### src/hw/rtl/ppu_pkg.sv
package ppu_pkg;

   // field widths
   localparam int TICK_W   = 16;
   localparam int LIFE_W   = 24;
   localparam int GRAV_W   = 16;
   localparam int VEL_W    = 48;
   localparam int DIR_W    = 32;
   localparam int COLOR_W  = 32;
   localparam int FADE_W   = 16;
   localparam int POS_W    = 32;
   localparam int TIME_W   = 32;

   // shared multiplier operands and product
   localparam int MUL_A_W  = 41;
   localparam int MUL_B_W  = 25;
   localparam int MUL_P_W  = MUL_A_W + MUL_B_W;

   // fade division: 40-bit fractions, 48-bit dividend, 8-bit quotient
   localparam int FRAC_W   = 40;
   localparam int DIVD_W   = 48;
   localparam int QUOT_W   = 8;

   // register port
   localparam int ADDR_W   = 6;
   localparam int DATA_W   = 64;
   localparam int INDEX_W  = 3;

   localparam logic [INDEX_W-1:0] REG_LIFE_TIME  = 3'd0;
   localparam logic [INDEX_W-1:0] REG_GRAVITY    = 3'd1;
   localparam logic [INDEX_W-1:0] REG_VELOCITY   = 3'd2;
   localparam logic [INDEX_W-1:0] REG_DIRECTION  = 3'd3;
   localparam logic [INDEX_W-1:0] REG_COLOR_START = 3'd4;
   localparam logic [INDEX_W-1:0] REG_COLOR_FINAL = 3'd5;
   localparam logic [INDEX_W-1:0] REG_FADE_START = 3'd6;

   localparam logic [LIFE_W-1:0]  LIFE_RESET  = 24'd1024;
   localparam logic [DIR_W-1:0]   DIR_RESET   = 32'd16384;
   localparam logic [COLOR_W-1:0] COLOR_RESET = 32'hFFFF_FFFF;

   typedef struct packed {
      logic [LIFE_W-1:0]  life_time;
      logic [GRAV_W-1:0]  gravity;
      logic [VEL_W-1:0]   velocity_xyz;
      logic [DIR_W-1:0]   direction_cos_sin;
      logic [COLOR_W-1:0] color_start;
      logic [COLOR_W-1:0] color_final;
      logic [FADE_W-1:0]  fade_start_fraction;
   } ppu_cfg_type;

   typedef struct packed {
      logic busy;
      logic done;
   } ppu_div_stat_type;

endpackage

### src/hw/rtl/ppu_if.sv
interface ppu_req_if;
   import ppu_pkg::*;
   logic              valid;
   logic              ready;
   logic              mode;
   logic [TICK_W-1:0] tick;

   modport source (output valid, mode, tick, input ready);
   modport sink   (input valid, mode, tick, output ready);
endinterface

interface ppu_rsp_if;
   import ppu_pkg::*;
   logic                     valid;
   logic                     ready;
   logic signed [POS_W-1:0]  offset_x;
   logic signed [POS_W-1:0]  offset_y;
   logic signed [POS_W-1:0]  offset_z;
   logic [COLOR_W-1:0]       color_now;
   logic                     stopped;

   modport source (output valid, offset_x, offset_y, offset_z, color_now, stopped,
                   input ready);
   modport sink   (input valid, offset_x, offset_y, offset_z, color_now, stopped,
                   output ready);
endinterface

### src/hw/rtl/ppu_csr.sv
module ppu_csr (
   input  logic                        clock,
   input  logic                        reset,
   input  logic                        psel,
   input  logic                        penable,
   input  logic                        pwrite,
   input  logic [ppu_pkg::ADDR_W-1:0]  paddr,
   input  logic [ppu_pkg::DATA_W-1:0]  pwdata,
   output logic [ppu_pkg::DATA_W-1:0]  prdata,
   output logic                        pready,
   output ppu_pkg::ppu_cfg_type        cfg
);
   import ppu_pkg::*;

   ppu_cfg_type        cfg_ff;
   logic [INDEX_W-1:0] index;
   logic               write_en;

   assign pready   = 1'b1;
   assign index    = paddr[ADDR_W-1:ADDR_W-INDEX_W];
   assign write_en = psel & penable & pwrite & pready;
   assign cfg      = cfg_ff;

   always_ff @(posedge clock) begin
      if (reset) begin
         cfg_ff.life_time           <= LIFE_RESET;
         cfg_ff.gravity             <= '0;
         cfg_ff.velocity_xyz        <= '0;
         cfg_ff.direction_cos_sin   <= DIR_RESET;
         cfg_ff.color_start         <= COLOR_RESET;
         cfg_ff.color_final         <= COLOR_RESET;
         cfg_ff.fade_start_fraction <= '0;
      end else if (write_en) begin
         unique case (index)
            REG_LIFE_TIME:   cfg_ff.life_time           <= pwdata[LIFE_W-1:0];
            REG_GRAVITY:     cfg_ff.gravity             <= pwdata[GRAV_W-1:0];
            REG_VELOCITY:    cfg_ff.velocity_xyz        <= pwdata[VEL_W-1:0];
            REG_DIRECTION:   cfg_ff.direction_cos_sin   <= pwdata[DIR_W-1:0];
            REG_COLOR_START: cfg_ff.color_start         <= pwdata[COLOR_W-1:0];
            REG_COLOR_FINAL: cfg_ff.color_final         <= pwdata[COLOR_W-1:0];
            REG_FADE_START:  cfg_ff.fade_start_fraction <= pwdata[FADE_W-1:0];
            default: ;
         endcase
      end
   end

   always_comb begin
      unique case (index)
         REG_LIFE_TIME:   prdata = {{(DATA_W-LIFE_W){1'b0}}, cfg_ff.life_time};
         REG_GRAVITY:     prdata = {{(DATA_W-GRAV_W){1'b0}}, cfg_ff.gravity};
         REG_VELOCITY:    prdata = {{(DATA_W-VEL_W){1'b0}}, cfg_ff.velocity_xyz};
         REG_DIRECTION:   prdata = {{(DATA_W-DIR_W){1'b0}}, cfg_ff.direction_cos_sin};
         REG_COLOR_START: prdata = {{(DATA_W-COLOR_W){1'b0}}, cfg_ff.color_start};
         REG_COLOR_FINAL: prdata = {{(DATA_W-COLOR_W){1'b0}}, cfg_ff.color_final};
         REG_FADE_START:  prdata = {{(DATA_W-FADE_W){1'b0}}, cfg_ff.fade_start_fraction};
         default:         prdata = '0;
      endcase
   end

endmodule

### src/hw/rtl/ppu_mul.sv
module ppu_mul (
   input  logic                               clock,
   input  logic signed [ppu_pkg::MUL_A_W-1:0] a,
   input  logic signed [ppu_pkg::MUL_B_W-1:0] b,
   output logic signed [ppu_pkg::MUL_P_W-1:0] prod
);
   import ppu_pkg::*;

   logic signed [MUL_P_W-1:0] prod_ff;

   // one registered signed product per cycle
   always_ff @(posedge clock) begin
      prod_ff <= a * b;
   end

   assign prod = prod_ff;

endmodule

### src/hw/rtl/ppu_div.sv
module ppu_div (
   input  logic                        clock,
   input  logic                        reset,
   input  logic                        start,
   input  logic [ppu_pkg::DIVD_W-1:0]  dividend,
   input  logic [ppu_pkg::FRAC_W-1:0]  divisor,
   output ppu_pkg::ppu_div_stat_type   stat,
   output logic [ppu_pkg::QUOT_W-1:0]  quotient
);
   import ppu_pkg::*;

   localparam int CNT_W = $clog2(QUOT_W);

   logic [DIVD_W-1:0] rem_ff, rem_in;
   logic [DIVD_W-1:0] dsh_ff, dsh_in;
   logic [QUOT_W-1:0] q_ff, q_in;
   logic [CNT_W-1:0]  cnt_ff, cnt_in;
   logic              busy_ff, busy_in;
   logic              done_ff, done_in;
   logic [DIVD_W:0]   trial;

   // restoring division, one quotient bit per cycle, msb first
   assign trial = {1'b0, rem_ff} - {1'b0, dsh_ff};

   always_comb begin
      rem_in  = rem_ff;
      dsh_in  = dsh_ff;
      q_in    = q_ff;
      cnt_in  = cnt_ff;
      busy_in = busy_ff;
      done_in = 1'b0;
      if (start) begin
         rem_in  = dividend;
         dsh_in  = {{(DIVD_W-FRAC_W-QUOT_W+1){1'b0}}, divisor, {(QUOT_W-1){1'b0}}};
         q_in    = '0;
         cnt_in  = CNT_W'(QUOT_W - 1);
         busy_in = 1'b1;
      end else if (busy_ff) begin
         if (!trial[DIVD_W]) begin
            rem_in = trial[DIVD_W-1:0];
         end
         q_in   = {q_ff[QUOT_W-2:0], ~trial[DIVD_W]};
         dsh_in = dsh_ff >> 1;
         cnt_in = cnt_ff - 1'b1;
         if (cnt_ff == '0) begin
            busy_in = 1'b0;
            done_in = 1'b1;
         end
      end
   end

   always_ff @(posedge clock) begin
      if (reset) begin
         busy_ff <= 1'b0;
         done_ff <= 1'b0;
      end else begin
         busy_ff <= busy_in;
         done_ff <= done_in;
      end
      rem_ff <= rem_in;
      dsh_ff <= dsh_in;
      q_ff   <= q_in;
      cnt_ff <= cnt_in;
   end

   assign stat.busy = busy_ff;
   assign stat.done = done_ff;
   assign quotient  = q_ff;

endmodule

### src/hw/rtl/projectile_particle_update.sv
// Projectile particle update. Each req item either restarts the particle
// (mode 1) or advances its elapsed time by tick (mode 0, 1/1024 s units,
// saturating). While the particle lives, its Q16.16 offsets follow
// projectile motion from the Q8.8 speeds, the Q1.14 cos/sin pair and the
// Q8.8 gravity, and past the fade border its RGBA8 colour blends from
// color_start to color_final. Every req item yields exactly one rsp item.
// Each moving advance item past the fade border uses the single registered
// 41x25 multiplier, one issue step and one take step per use, nine times for
// the motion terms and the fade border and once per colour channel, and the
// restoring divider once per channel; an item before the border skips the
// colour work, and a restart or an advance that stops or finds the particle
// stopped skips both. req.ready is high only while the sequencer is idle, so
// an item holds off the next until its result moves to the rsp output
// register; a finished result waits there, so the next item can be accepted
// while it is still pending, and a second result stalls in the response
// state until the first is taken. Registers are written over the APB-style
// port (8-byte stride, pready tied high); the user must write them only while
// the block is idle, which the block itself does not enforce.
module projectile_particle_update (
   input  logic                       clock,
   input  logic                       reset,
   ppu_req_if.sink                    req,
   ppu_rsp_if.source                  rsp,
   input  logic                       psel,
   input  logic                       penable,
   input  logic                       pwrite,
   input  logic [ppu_pkg::ADDR_W-1:0] paddr,
   input  logic [ppu_pkg::DATA_W-1:0] pwdata,
   output logic [ppu_pkg::DATA_W-1:0] prdata,
   output logic                       pready
);
   import ppu_pkg::*;

   // sequencer states
   localparam logic [2:0] S_IDLE  = 3'd0;
   localparam logic [2:0] S_CHECK = 3'd1;
   localparam logic [2:0] S_MUL   = 3'd2;
   localparam logic [2:0] S_FADE  = 3'd3;
   localparam logic [2:0] S_CHMUL = 3'd4;
   localparam logic [2:0] S_DIV   = 3'd5;
   localparam logic [2:0] S_RESP  = 3'd6;

   // multiplier operations, issued in this order
   localparam logic [3:0] OP_VXC    = 4'd0;  // vx * cos
   localparam logic [3:0] OP_VYS    = 4'd1;  // vy * sin
   localparam logic [3:0] OP_VZC    = 4'd2;  // vz * cos
   localparam logic [3:0] OP_XE     = 4'd3;  // (vx*cos) * e
   localparam logic [3:0] OP_ZE     = 4'd4;  // (vz*cos) * e
   localparam logic [3:0] OP_YE     = 4'd5;  // (vy*sin) * e
   localparam logic [3:0] OP_GE     = 4'd6;  // gravity * e
   localparam logic [3:0] OP_GEE    = 4'd7;  // (gravity*e) * e
   localparam logic [3:0] OP_BORDER = 4'd8;  // life_time * fade_start_fraction
   localparam logic [3:0] OP_CHAN   = 4'd9;  // |final - start| * num, per channel

   ppu_cfg_type cfg;

   logic [2:0]               state_ff, state_in;
   logic [3:0]               op_ff, op_in;
   logic                     phase_ff, phase_in;
   logic [1:0]               ch_ff, ch_in;
   logic [TIME_W-1:0]        e_ff, e_in;
   logic                     moving_ff, moving_in;
   logic [POS_W-1:0]         pos_ff [3];
   logic [POS_W-1:0]         pos_in [3];
   logic [COLOR_W-1:0]       color_ff, color_in;
   logic [POS_W-1:0]         tx_ff, tx_in, ty_ff, ty_in, tz_ff, tz_in;
   logic [MUL_A_W-1:0]       yv_ff, yv_in;
   logic [FRAC_W-1:0]        g_ff, g_in, bd_ff, bd_in;
   logic [FRAC_W-1:0]        num_ff, num_in, den_ff, den_in;
   logic                     rsp_valid_ff, rsp_valid_in;
   logic [POS_W-1:0]         out_x_ff, out_x_in, out_y_ff, out_y_in, out_z_ff, out_z_in;
   logic [COLOR_W-1:0]       out_color_ff, out_color_in;
   logic                     out_stop_ff, out_stop_in;

   logic signed [MUL_A_W-1:0] mul_a;
   logic signed [MUL_B_W-1:0] mul_b;
   logic signed [MUL_P_W-1:0] prod;

   logic                     div_start;
   ppu_div_stat_type         div_stat;
   logic [QUOT_W-1:0]        quotient;

   logic                     accept;
   logic [TIME_W:0]          time_sum;
   logic [LIFE_W-1:0]        e_life;
   logic [FRAC_W:0]          fade_diff;
   logic [7:0]               ch_start, ch_end, ch_mag, ch_value;
   logic                     ch_down;
   logic [MUL_P_W-14:0]      y_diff;   // 53-bit signed y before saturation
   logic                     rsp_free;

   // 53-bit signed value to signed 32, clamped
   function automatic logic [POS_W-1:0] sat32(input logic [52:0] v);
      logic [21:0] top;
      top = v[52:31];
      if (top == '0 || top == '1) begin
         return v[POS_W-1:0];
      end
      return v[52] ? 32'h8000_0000 : 32'h7FFF_FFFF;
   endfunction

   ppu_csr u_csr (
      .clock   (clock),
      .reset   (reset),
      .psel    (psel),
      .penable (penable),
      .pwrite  (pwrite),
      .paddr   (paddr),
      .pwdata  (pwdata),
      .prdata  (prdata),
      .pready  (pready),
      .cfg     (cfg)
   );

   ppu_mul u_mul (
      .clock (clock),
      .a     (mul_a),
      .b     (mul_b),
      .prod  (prod)
   );

   ppu_div u_div (
      .clock    (clock),
      .reset    (reset),
      .start    (div_start),
      .dividend (prod[DIVD_W-1:0]),
      .divisor  (den_ff),
      .stat     (div_stat),
      .quotient (quotient)
   );

   assign req.ready = (state_ff == S_IDLE);
   assign accept    = req.valid & req.ready;
   assign rsp_free  = ~rsp_valid_ff | rsp.ready;

   // while moving e < life_time, so its low 24 bits are the whole value
   assign e_life    = e_ff[LIFE_W-1:0];
   assign time_sum  = {1'b0, e_ff} + {{(TIME_W-TICK_W+1){1'b0}}, req.tick};

   // fade border check: e*2^16 - border
   assign fade_diff = {1'b0, e_life, 16'b0} - {1'b0, bd_ff};

   // current colour channel
   assign ch_start = cfg.color_start[{ch_ff, 3'b000} +: 8];
   assign ch_end   = cfg.color_final[{ch_ff, 3'b000} +: 8];
   assign ch_down  = ch_end < ch_start;
   assign ch_mag   = ch_down ? ch_start - ch_end : ch_end - ch_start;
   // quotient never exceeds the channel distance, so no clamp is needed
   assign ch_value = ch_down ? ch_start - quotient : ch_start + quotient;

   // y = floor(vy*sin*e / 2^16) - floor(g*e^2 / 2^13); g*e^2 < 2^64
   assign y_diff = {{12{yv_ff[MUL_A_W-1]}}, yv_ff} - {2'b00, prod[63:13]};

   assign div_start = (state_ff == S_CHMUL) & phase_ff;

   // operand select for the shared multiplier
   always_comb begin
      unique case (op_ff)
         OP_VXC: begin
            mul_a = {{25{cfg.velocity_xyz[15]}}, cfg.velocity_xyz[15:0]};
            mul_b = {{9{cfg.direction_cos_sin[15]}}, cfg.direction_cos_sin[15:0]};
         end
         OP_VYS: begin
            mul_a = {{25{cfg.velocity_xyz[31]}}, cfg.velocity_xyz[31:16]};
            mul_b = {{9{cfg.direction_cos_sin[31]}}, cfg.direction_cos_sin[31:16]};
         end
         OP_VZC: begin
            mul_a = {{25{cfg.velocity_xyz[47]}}, cfg.velocity_xyz[47:32]};
            mul_b = {{9{cfg.direction_cos_sin[15]}}, cfg.direction_cos_sin[15:0]};
         end
         OP_XE: begin
            mul_a = {{9{tx_ff[POS_W-1]}}, tx_ff};
            mul_b = {1'b0, e_life};
         end
         OP_ZE: begin
            mul_a = {{9{tz_ff[POS_W-1]}}, tz_ff};
            mul_b = {1'b0, e_life};
         end
         OP_YE: begin
            mul_a = {{9{ty_ff[POS_W-1]}}, ty_ff};
            mul_b = {1'b0, e_life};
         end
         OP_GE: begin
            mul_a = {25'b0, cfg.gravity};
            mul_b = {1'b0, e_life};
         end
         OP_GEE: begin
            mul_a = {1'b0, g_ff};
            mul_b = {1'b0, e_life};
         end
         OP_BORDER: begin
            mul_a = {17'b0, cfg.life_time};
            mul_b = {9'b0, cfg.fade_start_fraction};
         end
         OP_CHAN: begin
            mul_a = {1'b0, num_ff};
            mul_b = {17'b0, ch_mag};
         end
         default: begin
            mul_a = '0;
            mul_b = '0;
         end
      endcase
   end

   // sequencer
   always_comb begin
      state_in     = state_ff;
      op_in        = op_ff;
      phase_in     = phase_ff;
      ch_in        = ch_ff;
      e_in         = e_ff;
      moving_in    = moving_ff;
      pos_in       = pos_ff;
      color_in     = color_ff;
      tx_in        = tx_ff;
      ty_in        = ty_ff;
      tz_in        = tz_ff;
      yv_in        = yv_ff;
      g_in         = g_ff;
      bd_in        = bd_ff;
      num_in       = num_ff;
      den_in       = den_ff;
      out_x_in     = out_x_ff;
      out_y_in     = out_y_ff;
      out_z_in     = out_z_ff;
      out_color_in = out_color_ff;
      out_stop_in  = out_stop_ff;
      rsp_valid_in = rsp_valid_ff & ~rsp.ready;

      unique case (state_ff)
         S_IDLE: begin
            if (accept) begin
               if (req.mode) begin
                  // restart: back to time zero, colour kept
                  e_in      = '0;
                  moving_in = 1'b1;
                  pos_in[0] = '0;
                  pos_in[1] = '0;
                  pos_in[2] = '0;
                  state_in  = S_RESP;
               end else begin
                  e_in     = time_sum[TIME_W] ? '1 : time_sum[TIME_W-1:0];
                  state_in = S_CHECK;
               end
            end
         end
         S_CHECK: begin
            // lifetime reached: freeze; time keeps accumulating
            if (moving_ff && (e_ff < {{(TIME_W-LIFE_W){1'b0}}, cfg.life_time})) begin
               op_in    = OP_VXC;
               phase_in = 1'b0;
               state_in = S_MUL;
            end else begin
               moving_in = 1'b0;
               state_in  = S_RESP;
            end
         end
         S_MUL: begin
            // phase 0 issues, phase 1 takes the registered product
            phase_in = ~phase_ff;
            if (phase_ff) begin
               unique case (op_ff)
                  OP_VXC:    tx_in     = prod[POS_W-1:0];
                  OP_VYS:    ty_in     = prod[POS_W-1:0];
                  OP_VZC:    tz_in     = prod[POS_W-1:0];
                  OP_XE:     pos_in[0] = sat32({{3{prod[MUL_P_W-1]}}, prod[MUL_P_W-1:16]});
                  OP_ZE:     pos_in[2] = sat32({{3{prod[MUL_P_W-1]}}, prod[MUL_P_W-1:16]});
                  OP_YE:     yv_in     = prod[56:16];
                  OP_GE:     g_in      = prod[FRAC_W-1:0];
                  OP_GEE:    pos_in[1] = sat32(y_diff);
                  OP_BORDER: bd_in     = prod[FRAC_W-1:0];
                  default: ;
               endcase
               if (op_ff == OP_BORDER) begin
                  state_in = S_FADE;
               end else begin
                  op_in = op_ff + 1'b1;
               end
            end
         end
         S_FADE: begin
            // before the border the colour holds
            if (fade_diff[FRAC_W]) begin
               state_in = S_RESP;
            end else begin
               num_in   = fade_diff[FRAC_W-1:0];
               den_in   = {cfg.life_time, 16'b0} - bd_ff;
               op_in    = OP_CHAN;
               phase_in = 1'b0;
               ch_in    = '0;
               state_in = S_CHMUL;
            end
         end
         S_CHMUL: begin
            phase_in = ~phase_ff;
            if (phase_ff) begin
               state_in = S_DIV;
            end
         end
         S_DIV: begin
            if (div_stat.done) begin
               color_in[{ch_ff, 3'b000} +: 8] = ch_value;
               if (ch_ff == 2'd3) begin
                  state_in = S_RESP;
               end else begin
                  ch_in    = ch_ff + 1'b1;
                  state_in = S_CHMUL;
               end
            end
         end
         S_RESP: begin
            if (rsp_free) begin
               out_x_in     = pos_ff[0];
               out_y_in     = pos_ff[1];
               out_z_in     = pos_ff[2];
               out_color_in = color_ff;
               out_stop_in  = ~moving_ff;
               rsp_valid_in = 1'b1;
               state_in     = S_IDLE;
            end
         end
         default: begin
            state_in = S_IDLE;
         end
      endcase
   end

   always_ff @(posedge clock) begin
      if (reset) begin
         state_ff     <= S_IDLE;
         rsp_valid_ff <= 1'b0;
         e_ff         <= '0;
         moving_ff    <= 1'b1;
         pos_ff[0]    <= '0;
         pos_ff[1]    <= '0;
         pos_ff[2]    <= '0;
         color_ff     <= COLOR_RESET;
      end else begin
         state_ff     <= state_in;
         rsp_valid_ff <= rsp_valid_in;
         e_ff         <= e_in;
         moving_ff    <= moving_in;
         pos_ff       <= pos_in;
         color_ff     <= color_in;
      end
      op_ff        <= op_in;
      phase_ff     <= phase_in;
      ch_ff        <= ch_in;
      tx_ff        <= tx_in;
      ty_ff        <= ty_in;
      tz_ff        <= tz_in;
      yv_ff        <= yv_in;
      g_ff         <= g_in;
      bd_ff        <= bd_in;
      num_ff       <= num_in;
      den_ff       <= den_in;
      out_x_ff     <= out_x_in;
      out_y_ff     <= out_y_in;
      out_z_ff     <= out_z_in;
      out_color_ff <= out_color_in;
      out_stop_ff  <= out_stop_in;
   end

   assign rsp.valid     = rsp_valid_ff;
   assign rsp.offset_x  = out_x_ff;
   assign rsp.offset_y  = out_y_ff;
   assign rsp.offset_z  = out_z_ff;
   assign rsp.color_now = out_color_ff;
   assign rsp.stopped   = out_stop_ff;

`ifndef NO_ASSERTIONS
   a_restart_clears: assert property (@(posedge clock) disable iff (reset)
      accept && req.mode |=> e_ff == '0 && moving_ff && state_ff == S_RESP)
      else $error("restart did not clear the particle");

   a_stop_sticks: assert property (@(posedge clock) disable iff (reset)
      !moving_ff && !(accept && req.mode) |=> !moving_ff)
      else $error("stopped particle resumed without restart");

   a_mul_in_life: assert property (@(posedge clock) disable iff (reset)
      state_ff == S_MUL |-> e_ff < {{(TIME_W-LIFE_W){1'b0}}, cfg.life_time})
      else $error("motion computed past the lifetime");

   a_div_only_moving: assert property (@(posedge clock) disable iff (reset)
      div_start |-> moving_ff && !div_stat.busy)
      else $error("fade division started out of turn");

   a_div_done_state: assert property (@(posedge clock) disable iff (reset)
      div_stat.done |-> state_ff == S_DIV)
      else $error("divider finished outside the divide state");
`endif

endmodule

### src/flat_wrapper.sv
// flat-port wrapper written by rule: the top's interface ports become plain ports
module projectile_particle_update_flat import ppu_pkg::*;
  (clock, reset, psel, penable, pwrite, paddr, pwdata, prdata, pready, req_valid, req_mode, req_tick, req_ready, rsp_valid, rsp_offset_x, rsp_offset_y, rsp_offset_z, rsp_color_now, rsp_stopped, rsp_ready);
  ppu_req_if req_i ();
  ppu_rsp_if rsp_i ();
  input  logic clock;
  input  logic reset;
  input  logic psel;
  input  logic penable;
  input  logic pwrite;
  input  logic [ppu_pkg::ADDR_W-1:0] paddr;
  input  logic [ppu_pkg::DATA_W-1:0] pwdata;
  output logic [ppu_pkg::DATA_W-1:0] prdata;
  output logic pready;
  input wire logic [$bits(req_i.valid)-1:0] req_valid;
  input wire logic [$bits(req_i.mode)-1:0] req_mode;
  input wire logic [$bits(req_i.tick)-1:0] req_tick;
  output wire logic [$bits(req_i.ready)-1:0] req_ready;
  output wire logic [$bits(rsp_i.valid)-1:0] rsp_valid;
  output wire logic [$bits(rsp_i.offset_x)-1:0] rsp_offset_x;
  output wire logic [$bits(rsp_i.offset_y)-1:0] rsp_offset_y;
  output wire logic [$bits(rsp_i.offset_z)-1:0] rsp_offset_z;
  output wire logic [$bits(rsp_i.color_now)-1:0] rsp_color_now;
  output wire logic [$bits(rsp_i.stopped)-1:0] rsp_stopped;
  input wire logic [$bits(rsp_i.ready)-1:0] rsp_ready;
  assign req_i.valid = req_valid;
  assign req_i.mode = req_mode;
  assign req_i.tick = req_tick;
  assign req_ready = req_i.ready;
  assign rsp_valid = rsp_i.valid;
  assign rsp_offset_x = rsp_i.offset_x;
  assign rsp_offset_y = rsp_i.offset_y;
  assign rsp_offset_z = rsp_i.offset_z;
  assign rsp_color_now = rsp_i.color_now;
  assign rsp_stopped = rsp_i.stopped;
  assign rsp_i.ready = rsp_ready;
  projectile_particle_update u_core (.clock(clock), .reset(reset), .req(req_i), .rsp(rsp_i), .psel(psel), .penable(penable), .pwrite(pwrite), .paddr(paddr), .pwdata(pwdata), .prdata(prdata), .pready(pready));
endmodule
### config.mk
export PLATFORM = sky130hd
export DESIGN_NAME = projectile_particle_update_flat
export DESIGN_NICKNAME = d
export VERILOG_FILES = /design/src/hw/rtl/ppu_pkg.sv /design/src/hw/rtl/ppu_if.sv /design/src/hw/rtl/ppu_csr.sv /design/src/hw/rtl/ppu_mul.sv /design/src/hw/rtl/ppu_div.sv /design/src/hw/rtl/projectile_particle_update.sv /design/src/flat_wrapper.sv
export SDC_FILE = /design/constraint.sdc
export NUM_CORES = 2
export LEC_CHECK = 0
export BUFFER_PORTS_ARGS = -buffer_cell sky130_fd_sc_hd__buf_2
export CAP_MARGIN = 20
export CORE_ASPECT_RATIO = 1.1
export CORE_UTILIZATION = 65
export CTS_CLUSTER_SIZE = 25
export DETAILED_ROUTE_END_ITERATION = 12
export GPL_TIMING_DRIVEN = 0
export PLACE_DENSITY_LB_ADDON = 0.15
export SLEW_MARGIN = 25
export SYNTH_ARGS = -nofsm -noshare
export SYNTH_HDL_FRONTEND = slang
export SYNTH_SLANG_ARGS = --single-unit
### constraint.sdc
create_clock -name clock -period 28.4 [get_ports clock]
set_input_delay 4.26 -clock clock [delete_from_list [all_inputs] [get_ports clock]]
set_output_delay 4.26 -clock clock [all_outputs]
set_load 0.02 [all_outputs]
=== Word-level counts from Yosys, hierarchy flattened ===
Cells that the tools add are included.
W data, S select, Z words.

* Output and inout bits: 196
* Input bits: 94
* Word-level logic and storage cells: 228
* Bits in registers: 972

* Add/subtract/negate cells: 13
* Bitwise gates (word level): 13
* $lt $le $gt $ge: 2
* Shifts and indexed selects: 4
* Equal/unequal tests: 40
* Muxes and demuxes: 71
* Reductions and logical operators: 45
* Multipliers: 1

{| class="wikitable"
|+ Operators with widths
! cell !! count
|-
| $pmux W41 S10 || 1
|-
| $mux W32 || 12
|-
| $pmux W48 S7 || 1
|-
| $mux W96 || 3
|-
| $pmux W96 S2 || 1
|-
| $mux W48 || 3
|-
| $pmux W25 S5 || 1
|-
| $mux W47 || 2
|-
| $mul A41 B25 Y66 || 1
|-
| $shiftx A32 B6 Y8 || 2
|-
| $sub A41 B52 Y53 || 1
|-
| $sub A48 B47 Y49 || 1
|-
| $eq A22 B22 Y1 const B || 2
|-
| $logic_not A22 Y1 || 2
|-
| $sub A40 B40 Y41 || 1
|-
| $sub A40 B40 Y40 || 1
|-
| $add A32 B16 Y33 || 1
|-
| $bwmux W32 || 1
|-
| $lt A32 B24 Y1 || 1
|-
| $shift A8 B7 Y32 const A || 1
|-
| $shiftx A8 B7 Y32 || 1
|-
| $mux W3 || 8
|-
| $reduce_and A2 Y1 || 12
|-
| $sub A8 B8 Y8 || 3
|-
| 41 further kinds || 126
|}

=== Logic depth before layout (Yosys ltp) ===
* Depth after elaboration: 11
* Gate-level depth with buffers: 47
* Mapped depth without buffers: 44

=== Cells and area by module ===
A second synthesis with hierarchy kept.

* Cells, all modules: 8568
* Area, all modules: 83253.6 µm²

{| class="wikitable"
|+ Modules (own cells, without submodules)
! module !! area each (µm²) !! cells each !! seq. area each (µm²) !! times used
|-
| ppu_mul || 36144.7 || 3891 || 1321.3 || 1
|-
| projectile_particle_update || 30103.9 || 2776 || 15825.2 || 1
|-
| ppu_csr || 9424.0 || 1041 || 4003.8 || 1
|-
| ppu_div || 7581.0 || 860 || 3042.9 || 1
|}

=== Worst setup path before layout ===
No wires, ideal clock.

* Path type: register -> register
* From: register u_core.ch_ff[1]
* To: register u_core.u_mul.prod_ff[58], in the netlist u_core.u_mul.prod[58]
* Required time: 28280 ps
* Period minus slack after synthesis: 11199 ps
* Setup time: 120 ps
* Arrival: 11080 ps
* Buffers on the path: 4
* Stages on the path, launching flop included: 46
* Path slack: 17201 ps
* Cell sequence: edfxtp_1 > clkbuf_1 > clkbuf_1 > mux4_2 > inv_1 > ha_1 > inv_1 > fa_1 > a21o_1 > a21o_1 > a21oi_1 > o21bai_1 > a21o_1 > a21oi_1 > buf_2 > mux2i_1 > o221ai_1 > o21a_1 > [... 10 more ...] > inv_1 > fa_1 > inv_1 > fa_1 > inv_1 > ha_1 > a211oi_1 > o31ai_1 > o21ai_0 > a211o_1 > o211a_1 > a2111oi_0 > o21ai_0 > nand2_1 > a41oi_1 > a21oi_1 > a31oi_1 > xnor2_1

* Longest elaborated chain between the ends: 5
* Elaborated cells between the ends (all ways): 8
* Those cells by class: 2 x add/sub; 1 x mul; 1 x order compare; 2 x shift; 2 x mux

{| class="wikitable"
|+ Ends and longest elaborated chain
! item !! line !! text
|-
| from (decl) || projectile_particle_update.sv:60 || <nowiki>logic [1:0] ch_ff, ch_in;</nowiki>
|-
| from (signal assigned) || projectile_particle_update.sv:349 || <nowiki>ch_ff <= ch_in;</nowiki>
|-
| $shiftx A32 B6 Y8 (on tied branches) || projectile_particle_update.sv:145, projectile_particle_update.sv:144 ||
|-
| $sub A8 B8 Y8 or $lt A8 B8 Y1 (tied branches) || projectile_particle_update.sv:147, projectile_particle_update.sv:146 ||
|-
| $mux W8 (*) || projectile_particle_update.sv:147 || <nowiki>assign ch_mag = ch_down ? ch_start - ch_end : ch_end - ch_start;</nowiki>
|-
| $pmux W25 S5 (*) || projectile_particle_update.sv:158 || <nowiki>unique case (op_ff)</nowiki>
|-
| $mul A41 B25 Y66 (*) || ppu_mul.sv:13 || <nowiki>prod_ff <= a * b;</nowiki>
|-
| to (signal assigned) || ppu_mul.sv:13 ||
|-
| to (decl) || ppu_mul.sv:9 || <nowiki>logic signed [MUL_P_W-1:0] prod_ff;</nowiki>
|}

Every way passes the cells marked *; elsewhere a longest branch is shown, timed or not.
A chain may end at the register's enable or synchronous reset.

=== Worst setup path in the final report ===
* From: register u_core.ch_ff[1]
* To: register u_core.u_mul.prod_ff[65], in the netlist u_core.u_mul.prod[65]

Same word-level chain as after synthesis.

==> results by group <==
Drt
  • Routed length per instance: between 20 and 30 um
  • Final routed wirelength across all metal layers: around 310000 um
  • Final ANT Viol Nets: 0
  • Count of routing violations after the opening detailed-route iteration: between 9000 and 10000
  • Remaining design rule violation count: 0
  • Via Count: around 70000
  • Pre-Repair DR Iteration Count: 9
  • Vias per std cell: ~6.4

Power
  • Power per cell area: approximately 60 nW/um^2
  • LEAKAGE: 38.1 nW
  • Worst vdd ir: 0.0000555 V

Timing
  • Worst Skew: around 0.044 ns
  • Final WS setup: between 10 and 15 ns
  • Final number of max-transition violations: 0
  • Final number of setup-violating endpoints: 0
  • Minimum period implied by the final worst setup slack: 15.58 ns
  • Portion of the clock cycle consumed by the worst path in the final layout: 0.548
  • Actual transition at the worst max-transition pin: 1.29 ns
  • Fmax: 64.2 MHz
  • Endpoints failing hold: 0
  • Total negative slack for setup checks: 0 ns
  • Worst relative slew slack: 0.135
  • Setup repair after global routing missed its margin: no

Global route
  • Antenna violations before repair: 26
  • Via count of the first global-routing pass: roughly 70000
  • Global-route wire length before repair: 444000 um
  • All-layer global routing usage: 0.481
  • Remaining global-route overflow: 0
  • Largest net degree at the start of global routing: 32

Floorplan
  • Height of the die: 374 um
  • Top-Level Pins: 290
  • Horizontal die dimension: between 300 and 400 um
  • Die area: between 100000 and 150000 sq um
  • Initial core utilization: 0.654
  • Site Rows: roughly 140
  • Floorplan Core Area: between 100000 and 150000 sq um

CTS
  • CTS HTree Levels: 3
  • Buffer cell driving the clock tree root: sky130_fd_sc_hd__clkbuf_16
  • Number of gates given a new drive strength after cts: 0
  • Maximum root-to-sink buffer count: 3
  • Number of clock buffers inserted by TritonCTS: 88
  • Hold buffers post-CTS: 0
  • Clock sink total: around 960
  • Setup fix buffers added after clock tree synthesis: 0
  • Clock insertion delay at the later pin of the skew report: between 0.7 and 0.8 ns
  • Clock tree from TritonCTS: built
  • Worst-path clk slew: 0.07 ns

Logic synthesis
  • Count of state elements after synthesis: 956
  • Mux cell area share after synthesis: 0.0196
  • Yosys top cell by area: sky130_fd_sc_hd__fa_1
  • Xor/xnor share of the synthesized area: 0.0267
  • Mean post-synth cell area: 9.35 sq um
  • Top-count cell post-synth: sky130_fd_sc_hd__nand2_1
  • Adder and majority cell fraction of the synthesized area: 0.313
  • Leading cell types by total area after synthesis: sky130_fd_sc_hd__fa_1 (25%), sky130_fd_sc_hd__edfxtp_1 (19%), sky130_fd_sc_hd__dfxtp_1 (11%), sky130_fd_sc_hd__nand2_1 (6.7%), sky130_fd_sc_hd__inv_1 (6.3%)
  • Number of warnings reported in the yosys synthesis log: 0
  • Combinational family with the most area after synthesis: adder cells
  • Number of instances in the synthesized netlist: between 8000 and 9000
  • Complex-gate fraction of the synthesized area: 0.121
  • Post-synth EDFFs: about 510
  • Proportion of synthesized flip-flops having asynchronous set or reset: 0
  • Count of cell types in the netlist: 96
  • Post-synthesis cell area: slightly above 80000 sq um
  • Simple-gate share of the synthesized area: 0.138
  • Top cell type's share of synthesized area: 0.253
  • Ranking of synthesized cells by instance count: sky130_fd_sc_hd__nand2_1 (1461), sky130_fd_sc_hd__inv_1 (1370), sky130_fd_sc_hd__fa_1 (1032)
  • Most used DFF post-synth: sky130_fd_sc_hd__edfxtp_1
  • Post-synthesis sequential area ratio: 0.296

Critical path
  • CP dominant cell by count: sky130_fd_sc_hd__fa_1
  • Buffers plus inverters on the worst setup path: 11
  • Slowest stage delay, CP: between 0.8 and 0.9 ns
  • Maximum fanout count along the critical path: 10
  • Category of the worst setup path launch point: flip-flop
  • CP Capture Type: flip-flop
  • Top Family by Delay on Critical Path: adder cells
  • Critical path type: flip-flop to flip-flop
  • Arrival time reported for the critical path endpoint: ~16 ns
  • Master of the slowest instance on the critical path: sky130_fd_sc_hd__xnor2_1
  • Data required time of the critical path: 29.00 ns

Worst hold path
  • Class of the tightest hold or removal check: flip-flop to flip-flop

Status
  • Outcome: finished clean

Finish
  • Post-route cell area: approximately 89000 sq um
  • Nets@finish: 10672
  • Fraction of final layout cells sized beyond drive strength 1: 0.0711
  • # fillers: roughly 9600
  • Synthesis-to-layout area growth: 9.51%

Placement
  • Placed standard-cell area: ~86000 sq um
  • Port Buffers: approximately 250
  • Detailed placement HPWL: 242000 um
  • Routability cong.: between 1 and 1.5
  • Worst slack after detailed placement: 13.51 ns

Run
  • Max-cap violations: 0
layer usage:
| metal | routed length [um] | track usage | up-vias |
|---|---|---|---|
| met5 | 73 | 0 | - |
| met4 | 30300 | 0.385 | 12 |
| met3 | 40800 | 0.127 | 1361 |
| met2 | 132000 | 0.719 | 5130 |
| met1 | 103000 | 0.592 | 34121 |
| li1 | - | - | 29297 |
kinds of logic after synthesis:
| kind of cell | after synthesis |
|---|---|
| AOI/OAI and AO/OA | 1472 |
| other | 2 |
| buffers and inverters | 1834 |
| xor gates and xnor gates | 249 |
| and+or+nand+nor | 2663 |
| muxes | 136 |
| DFF | 956 |
| adders and majority gates | 1427 |
stage by stage:
stage,power [W],hold slack (ns),std cells,utilization
after floorplan,0.00309,0.408,8754,-
after CTS,0.00522,0.416,10881,0.716
after global placement,0.00386,0.412,10661,0.681
after global routing,0.00549,0.423,10887,0.716
final,0.00534,0.419,10902,0.716
after detailed placement,0.00396,0.413,10716,0.691
layout make-up:
| cell class | instances | area, sq um | area share |
|---|---|---|---|
| clock buffers | 108 | 2460 | 0.0275 |
| well taps | 1656 | 2070 | 0.0232 |
| multi-input cells | 5964 | 51100 | 0.571 |
| diodes | 20 | 50.0 | 0.000559 |
| flip-flops and latches | 956 | 24200 | 0.270 |
| plain buffers | 460 | 1880 | 0.0210 |
| clock inverters | 57 | 619 | 0.00692 |
| repair buffers | 307 | 2000 | 0.0223 |
| inverters | 1374 | 5160 | 0.0576 |
worst reg2reg max path, delay by kind of cell (launching register included):
family	cells	cell delay, ns
AOI/OAI and AO/OA	13	3.54
buffers and inverters	11	3.19
adders and majority gates	10	4.76
and+or+nand+nor	7	2.03
xor gates and xnor gates	2	1.09
muxes	1	0.47
DFF	1	0.38
sequential cells by signal, summed over array words and instances (netlist names), 2 cells and up:
signal,cells
u_core.u_div.cnt_ff,3
u_core.rsp.offset_x,32
u_core.u_div.rem_ff,48
u_core.g_ff,40
u_core.ch_ff,2
u_core.rsp.offset_z,32
u_core.yv_ff,41
u_core.color_ff,32
u_core.op_ff,4
u_core.u_csr.cfg,200
u_core.ty_ff,32
u_core.pos_ff,96
u_core.num_ff,24
u_core.tx_ff,32
u_core.tz_ff,32
u_core.bd_ff,40
u_core.e_ff,32
u_core.state_ff,3
u_core.den_ff,40
u_core.rsp.color_now,32
u_core.u_div.quotient,8
u_core.rsp.offset_y,32
u_core.u_div.dsh_ff,47
u_core.u_mul.prod,66
path summary, 6_finish.rpt:
kind	from	end	slack [ns]	cells after the start
hold / removal	u_core.pos_ff[95]	u_core.rsp.offset_x[31]	0.42	0
hold reg to reg	u_core.pos_ff[95]	u_core.rsp.offset_x[31]	0.42	0
setup reg to reg	u_core.ch_ff[1]	u_core.u_mul.prod[65]	12.82	44
setup / recovery	u_core.ch_ff[1]	u_core.u_mul.prod[65]	12.82	44
placed cells by master, fill, tap and decap left out, types with 53 or more instances in the layout:
cell type,n
sky130_fd_sc_hd__nand2_1,1461
sky130_fd_sc_hd__inv_1,1370
sky130_fd_sc_hd__fa_1,1032
sky130_fd_sc_hd__nor2_1,668
sky130_fd_sc_hd__edfxtp_1,505
sky130_fd_sc_hd__a21oi_1,494
sky130_fd_sc_hd__dfxtp_1,451
sky130_fd_sc_hd__ha_1,395
sky130_fd_sc_hd__clkbuf_1,351
sky130_fd_sc_hd__buf_2,277
sky130_fd_sc_hd__o21ai_0,169
sky130_fd_sc_hd__xnor2_1,160
sky130_fd_sc_hd__a21o_1,137
sky130_fd_sc_hd__nand3_1,114
sky130_fd_sc_hd__mux2i_1,113
sky130_fd_sc_hd__clkbuf_16,92
sky130_fd_sc_hd__xor2_1,89
sky130_fd_sc_hd__a22oi_1,75
sky130_fd_sc_hd__a221o_1,74
sky130_fd_sc_hd__nor3_1,64
sky130_fd_sc_hd__o21a_1,63
sky130_fd_sc_hd__and2_1,58
sky130_fd_sc_hd__a22o_1,53
power breakdown:
part	switching, W	total, W	internal, W
combinational	0.00154	0.00222	0.000680
sequential	0.000203	0.00185	0.00164
clock	0.000583	0.00127	0.000687
total	0.00233	0.00534	0.00301
Power figures use the tool's default switching activity.
